==> src/design/vsvu_pkg.sv <==
// ----------------------------------------------------------------------------
// Variable-step Verlet update package
// Shared payload types and constants for the update core.
// ----------------------------------------------------------------------------
package vsvu_pkg;

  typedef struct packed {
    logic               req_type;
    logic               last_atom;
    logic        [31:0] mass;
    logic signed [31:0] pos_x;
    logic signed [31:0] pos_y;
    logic signed [31:0] pos_z;
    logic signed [31:0] vel_x;
    logic signed [31:0] vel_y;
    logic signed [31:0] vel_z;
    logic signed [31:0] force_x;
    logic signed [31:0] force_y;
    logic signed [31:0] force_z;
  } in_item_t;

  typedef struct packed {
    logic               result_kind;
    logic        [31:0] step_out;
    logic signed [31:0] new_pos_x;
    logic signed [31:0] new_pos_y;
    logic signed [31:0] new_pos_z;
    logic signed [31:0] new_vel_x;
    logic signed [31:0] new_vel_y;
    logic signed [31:0] new_vel_z;
  } out_item_t;

  // Datapath operation codes issued by the controller.
  typedef enum logic [3:0] {
    OP_NONE,
    OP_LOAD,      // capture input item
    OP_ACC_DIV,   // start acceleration division for component in comp
    OP_ACC_ADD,   // square and accumulate
    OP_MEAN_DIV,  // start mean-square division
    OP_ERR_SQRT,  // start square root of mean
    OP_STEP_DIV,  // start accuracy*2^48/err division
    OP_STEP_SQRT, // start square root of quotient
    OP_STEP_FIN,  // apply limits, update step
    OP_DV_MUL,    // multiply |f| by vstep
    OP_DV_DIV,    // start dv division
    OP_VEL_UPD,   // form new velocity
    OP_DX_MUL,    // multiply |v'| by step
    OP_POS_UPD,   // form new position
    OP_PASS       // copy atom unchanged
  } dp_op_t;

  typedef struct packed {
    dp_op_t     op;
    logic [1:0] comp;
  } dp_cmd_t;

  typedef struct packed {
    logic busy;      // divider or root unit still working
    logic req_type;
    logic last_atom;
    logic mass_zero;
    logic err_zero;
  } dp_status_t;

  localparam logic [0:0] CFG_ACCURACY = 1'b0;
  localparam logic [0:0] CFG_MAX_STEP = 1'b1;

endpackage

==> src/design/vsvu_ctrl.sv <==
// ----------------------------------------------------------------------------
// Variable-step Verlet update controller
// Sequences the datapath through the measure and advance passes.
// ----------------------------------------------------------------------------
module vsvu_ctrl (
  input  logic                 clk,
  input  logic                 rst,
  input  logic                 in_valid,
  output logic                 in_stall,
  output logic                 out_valid,
  input  logic                 out_stall,
  input  vsvu_pkg::dp_status_t status,
  output vsvu_pkg::dp_cmd_t    cmd
);
  import vsvu_pkg::*;

  typedef enum logic [3:0] {
    S_IDLE, S_ACC_DIV, S_ACC_WAIT, S_ACC_SQ, S_ACC_LAST, S_MEAN, S_ESQRT,
    S_SDIV, S_SSQRT, S_SFIN, S_DV_MUL, S_DV_DIV, S_VEL, S_DX, S_POS, S_OUT
  } state_t;

  state_t     state;
  logic [1:0] comp;
  logic       started;

  assign in_stall = (state != S_IDLE) || (out_valid && out_stall);

  // Command decode from the current state.
  always_comb begin
    cmd.comp = comp;
    cmd.op   = OP_NONE;
    case (state)
      S_IDLE:     if (in_valid && !in_stall) cmd.op = OP_LOAD;
      S_ACC_DIV:  cmd.op = OP_ACC_DIV;
      S_ACC_SQ:   cmd.op = OP_ACC_ADD;
      S_MEAN:     cmd.op = OP_MEAN_DIV;
      S_ESQRT:    if (!status.busy && !started) cmd.op = OP_ERR_SQRT;
      S_SDIV:     if (!status.busy && !started) cmd.op = OP_STEP_DIV;
      S_SSQRT:    if (!status.busy && !started) cmd.op = OP_STEP_SQRT;
      S_SFIN:     if (!status.busy) cmd.op = OP_STEP_FIN;
      S_DV_MUL:   cmd.op = status.mass_zero ? OP_PASS : OP_DV_MUL;
      S_DV_DIV:   cmd.op = OP_DV_DIV;
      S_VEL:      if (!status.busy) cmd.op = OP_VEL_UPD;
      S_DX:       cmd.op = OP_DX_MUL;
      S_POS:      cmd.op = OP_POS_UPD;
      default:    cmd.op = OP_NONE;
    endcase
  end

  // State register and the output valid flag.
  always_ff @(posedge clk) begin
    if (rst) begin
      state <= S_IDLE;
      comp <= 2'd0;
      started <= 1'b0;
      out_valid <= 1'b0;
    end else begin
      if (out_valid && !out_stall) out_valid <= 1'b0;
      case (state)
        S_IDLE: if (in_valid && !in_stall) begin
          comp <= 2'd0;
          state <= S_ACC_DIV;
        end
        S_ACC_DIV: begin
          if (status.req_type) state <= S_DV_MUL;
          else if (status.mass_zero) state <= status.last_atom ? S_MEAN : S_IDLE;
          else state <= S_ACC_WAIT;
        end
        S_ACC_WAIT: if (!status.busy) state <= S_ACC_SQ;
        S_ACC_SQ: begin
          if (comp == 2'd2) state <= S_ACC_LAST;
          else begin
            comp <= comp + 2'd1;
            state <= S_ACC_DIV;
          end
        end
        S_ACC_LAST: state <= status.last_atom ? S_MEAN : S_IDLE;
        S_MEAN: begin started <= 1'b0; state <= S_ESQRT; end
        S_ESQRT: if (!status.busy) begin
          if (started) begin started <= 1'b0; state <= S_SDIV; end
          else started <= 1'b1;
        end
        // The error register is loaded when the division starts, so it is
        // tested only once the division has finished.
        S_SDIV: if (!status.busy) begin
          if (started) begin
            started <= 1'b0;
            state <= status.err_zero ? S_SFIN : S_SSQRT;
          end else started <= 1'b1;
        end
        S_SSQRT: if (!status.busy) begin
          if (started) begin started <= 1'b0; state <= S_SFIN; end
          else started <= 1'b1;
        end
        S_SFIN: if (!status.busy) state <= S_OUT;
        S_DV_MUL: state <= status.mass_zero ? S_OUT : S_DV_DIV;
        S_DV_DIV: state <= S_VEL;
        S_VEL: if (!status.busy) state <= S_DX;
        S_DX: state <= S_POS;
        S_POS: begin
          if (comp == 2'd2) state <= S_OUT;
          else begin
            comp <= comp + 2'd1;
            state <= S_DV_MUL;
          end
        end
        S_OUT: begin
          out_valid <= 1'b1;
          state <= S_IDLE;
        end
        default: state <= S_IDLE;
      endcase
    end
  end

endmodule

==> config.mk <==
export PLATFORM = sky130hd
export DESIGN_NAME = vsvu_ctrl
export DESIGN_NICKNAME = d
export VERILOG_FILES = /design/src/design/vsvu_pkg.sv /design/src/design/vsvu_ctrl.sv
export SDC_FILE = /design/constraint.sdc
export NUM_CORES = 1
export LEC_CHECK = 0
export BUFFER_PORTS_ARGS = -buffer_cell sky130_fd_sc_hd__buf_2
export CORE_ASPECT_RATIO = 1.1
export CORE_UTILIZATION = 54
export DETAILED_ROUTE_END_ITERATION = 12
export PLACE_DENSITY = 0.78
export SYNTH_ARGS = -nofsm -noshare
export SYNTH_HDL_FRONTEND = slang
export SYNTH_SLANG_ARGS = --single-unit
==> constraint.sdc <==
create_clock -name clk -period 1.7 [get_ports clk]
set_input_delay 0.085 -clock clk [delete_from_list [all_inputs] [get_ports clk]]
set_output_delay 0.085 -clock clk [all_outputs]
set_load 0.03 [all_outputs]
; ---- Word-level counts from Yosys, hierarchy flattened
; Cells that the tools add are included.
[word_totals]
n_memories = 0
rom_bits = 0
inputBits = 9
out_inout_bits = 8
mem_bits_rw = 0
register_bits = 8
latchBits = 0
wordCells = 86
[op_classes]
n_eq_ne = 28
multipliers = 0
muxes = 34
magnitude_cmp = 0
n_div = 0
n_reduce_logical = 19
shifts = 0
bitwise = 0
addsub = 1
[ops]
columns = cell, n
row1 = $pmux W4 S16, 1
row2 = $mux W4, 13
row3 = $pmux W4 S13, 1
row4 = $eq A4 B4 Y1 const B, 8
row5 = $mux W3, 9
row6 = $ne A2 B2 Y1 const B, 12
row7 = $eq A4 B3 Y1 const B, 4
row8 = $reduce_and A10 Y1, 1
row9 = $eq A4 B2 Y1 const B, 2
row10 = $mux W1, 6
row11 = $reduce_bool A2 Y1, 3
row12 = $eq A4 B1 Y1 const B, 1
row13 = $logic_and A1 B1 Y1, 4
row14 = $logic_not A1 Y1, 4
row15 = $logic_not A4 Y1, 1
row16 = $mux W2, 2
row17 = $pmux W2 S2, 1
row18 = $reduce_bool A4 Y1, 1
row19 = $reduce_and A3 Y1, 1
row20 = $reduce_or A3 Y1, 1
row21 = $add A2 B1 Y2 const B, 1
row22 = $eq A2 B2 Y1 const B, 1
row23 = $pmux W1 S2, 1
row24 = $reduce_and A2 Y1, 1
row25 = other kinds (2), 2

; ---- Depth between registers and ports, before layout
[depth]
ltp_word = 6
depth_mapped = 7
ltp_nobuf = 7

; ---- Worst setup path before layout
; OpenSTA, ideal clock, no wires.
[synth_timing]
path_kind = reg-to-output
start = register out_valid
end = output cmd[2] in the netlist's numbering
required_ns = 1.615
stages_incl_launch_ff = 5
arrival_ns = 1.667
path_buffers = 0
slack_ns = -0.052
cell_sequence = dfxtp_1 a21bo_2 nor3_1 a21oi_1 o311ai_1
[synth_rtl]
columns = element, line
row1 = from (decl), vsvu_ctrl.sv:10  ; output logic out_valid,
row2 = from (signal assigned), vsvu_ctrl.sv:56  ; out_valid <= 1'b0;
row3 = from (signal assigned), vsvu_ctrl.sv:58  ; if (out_valid && !out_stall) out_valid <= 1'b0;
row4 = from (signal assigned), vsvu_ctrl.sv:108  ; out_valid <= 1'b1;
row5 = to (decl), vsvu_ctrl.sv:13  ; output vsvu_pkg::dp_cmd_t cmd

==> flow_metrics.py <==
metrics = {
    "die": {
        "die_y_um": 44.3,
        "ios": 17,
        "core-area_sq_um": 1440,
        "rows": 14,
        "dieArea_sq_um": 1790,
        "initial_utilization": 0.611,
        "fp.dieW_um": 40.5,
    },
    "synthesis": {
        "netlist.area_leader.share": 0.182,
        "synth_seq_cells": 8,
        "synth_most_common_cell": "nor2_1",
        "avgSynthCellArea_sq_um": 7.57,
        "syn_nets": 126,
        "synth_common_cells": "nor2_1, nand2_1, o21ai_0",
        "synth_cell_types": 44,
        "postSynthCellCount": 116,
        "syn_area_sq_um": 878,
        "synthArstFlopShare": 0,
        "synth-edff-count": 0,
        "ys_seq_area_frac": 0.182,
        "synth_flop_cell": "dfxtp_1",
        "yosysWarnings": 0,
        "synth_top_area_cell": "dfxtp_1",
        "synth_area_leaders": "dfxtp_1, o21ai_0, buf_6, nor2_1, a211oi_1",
    },
    "routing": {
        "drc": 0,
        "firstDrtPassIters": 4,
        "vias_per_cell": 6.13,
        "ant_nets": 0,
        "wl_per_cell_um": 13.8,
        "via_count": 925,
        "routed_wl_mm": 2.09,
        "first_iter_violations": 41,
    },
    "setup_path": {
        "critPathCaptureType": "output pin",
        "rrSetupSlack_ns": 0.14,
        "cp_top_family": "simple AND/OR/NAND/NOR gates",
        "crit_chain": "nand2b_4 > o21ai_2 > a21oi_1 > or3_1 > o311ai_2 > buf_4",
        "start_kind": "flop",
        "crit_type": "flop to output pin",
        "critPathSlowestCell": "dfxtp_4",
        "slowest_delay_ns": 0.36,
        "critPathRequiredTime_ns": 1.62,
        "cp.arrival_ns": 1.55,
        "critical_path.max_fanout": 7,
        "cp_num_buf_inv": 1,
    },
    "clocking": {
        "h-tree-depth": 1,
        "cts_tree": "built",
        "cts_buffers": 3,
        "hold_buffers": 0,
        "clock-root-buffer": "clkbuf_4",
        "clk_pin_slew_worst_paths_ns": 0.05,
        "cts.sinks": 8,
        "clock_latency_ns": 0.25,
        "ctsLongestPathBuffers": 2,
    },
    "layout": {
        "multi_input_area_sq_um": 638,
        "antenna_cells": 0,
        "register_area_sq_um": 174,
        "drive_gt1_frac": 0.378,
        "final_nets": 147,
        "fillCellCount": 122,
        "area_growth_pct": 20.4,
    },
    "place": {
        "gp_congestion": 0.874,
        "numPortBuffers": 16,
        "dp_hpwl_mm": 1.58,
    },
    "sta": {
        "slew_headroom": 0.767,
        "min_period_over_period": 0.961,
        "drv_slew": 0,
        "timing.hold.ws_ns": 0.107,
        "fmax_ghz": 0.612,
        "worstMarginPinSlew_ns": 0.349,
        "rsz0062_at_grt": "true",
        "hold_violations": 0,
        "clock_skew_ns": 0.00117,
        "setup_viol": 0,
        "fin_crit_ns": 1.63,
    },
    "pwr": {
        "leakage_uw": 0.000427,
        "max-vdd-ir-drop_mv": 1.02,
        "pwr_density_cell_nw_per_um2": 1890,
        "fin_total_pwr_uw": 1990,
    },
    "global_routing": {
        "overflow": 0,
        "grt_first_pass_wirelength_mm": 3.22,
        "antenna_found_initial": 0,
        "grt_pass1_vias": 755,
        "grt_max_degree": 22,
        "track_usage": 0.258,
    },
    "min_path": {
        "worstHoldPathType": "input port to flop",
    },
    "job": {
        "cap_violations": 0,
    },
    "status": {
        "status": "finished, final reports clean",
    },
}
[metrics by stage]
| step | cells | setup TNS, ns | utilization | area, sq um | setup WS, ns |
|---|---|---|---|---|---|
| final | 151 | 0 | 0.736 | 1060 | 0.0657 |
| after global routing | 151 | -0.0419 | 0.736 | 1060 | -0.0419 |
| after CTS | 148 | 0 | 0.704 | 1010 | 0.00863 |
| after detailed placement | 145 | 0 | 0.682 | 980 | 0.0662 |
| after global placement | 145 | 0 | 0.682 | 980 | 0.0699 |
| after floorplan | 116 | 0 | - | 887 | 0.0676 |
[power by group]
part / switching, uW / internal, uW / total [uW] / leakage, uW
clock: 58.9 / 80.4 / 139 / 0.0000138
sequential: 125 / 263 / 388 / 0.0000682
combinational: 805 / 662 / 1470 / 0.000345
total: 989 / 1000 / 1990 / 0.000427
[routing by layer]
| metal | global-route usage | wire length, um |
|---|---|---|
| met5 | 0 | 0 |
| met4 | 0.127 | 23 |
| met3 | 0.0251 | 82 |
| met2 | 0.381 | 985 |
| met1 | 0.366 | 1000 |
[repair_timing]
action	4_1_cts	5_1_grt
gates cloned	0	0
resized for setup	7	7
setup buffers	0	3
endpoints found under the setup margin	3	4
[cell usage in the layout (no fill, tap or decap), types with 3 or more instances in the layout]
cell	instances
nand2_1	9
o21ai_0	8
buf_2	14
a31oi_1	4
nor2b_1	4
nor2_1	11
clkbuf_4	3
a211oi_1	5
dfxtp_4	3
dfxtp_1	3
a21oi_1	7
buf_4	13
nor3_1	6
[path summary, 6_finish.rpt]
kind                                        startpoint                     end  cells after the start
worst min register to register  out_valid$_SDFFE_PP0P_  out_valid$_SDFFE_PP0P_                      2
worst max-delay path             state[3]$_SDFFE_PP0P_                  cmd[2]                      6
worst max register to register    comp[0]$_SDFFE_PP0P_    comp[0]$_SDFFE_PP0P_                      6
worst min-delay path                               rst   state[0]$_SDFFE_PP0P_                      2
[state kept, by name, summed over array words and instances (netlist names)]
| signal | count |
|---|---|
| state | 4 |
| started | 1 |
| comp | 2 |
| out_valid | 1 |
[logic make-up after synthesis]
group,after synthesis,share of synthesized area
AO/OA/AOI/OAI,46,0.373
buffers and inverters,16,0.117
adder cells (fa/ha/maj),1,0.0142
AND/OR/NAND/NOR,43,0.288
flip-flops,8,0.182
multiplexers,2,0.0256
[final cells by class]
type | count | area share
multi-input cells | 92 | 0.604
repair buffers | 28 | 0.178
flip-flops and latches | 8 | 0.164
clock buffers | 3 | 0.0213
well taps | 16 | 0.0189
inverters | 4 | 0.0142
Power figures use the tool's default switching activity.
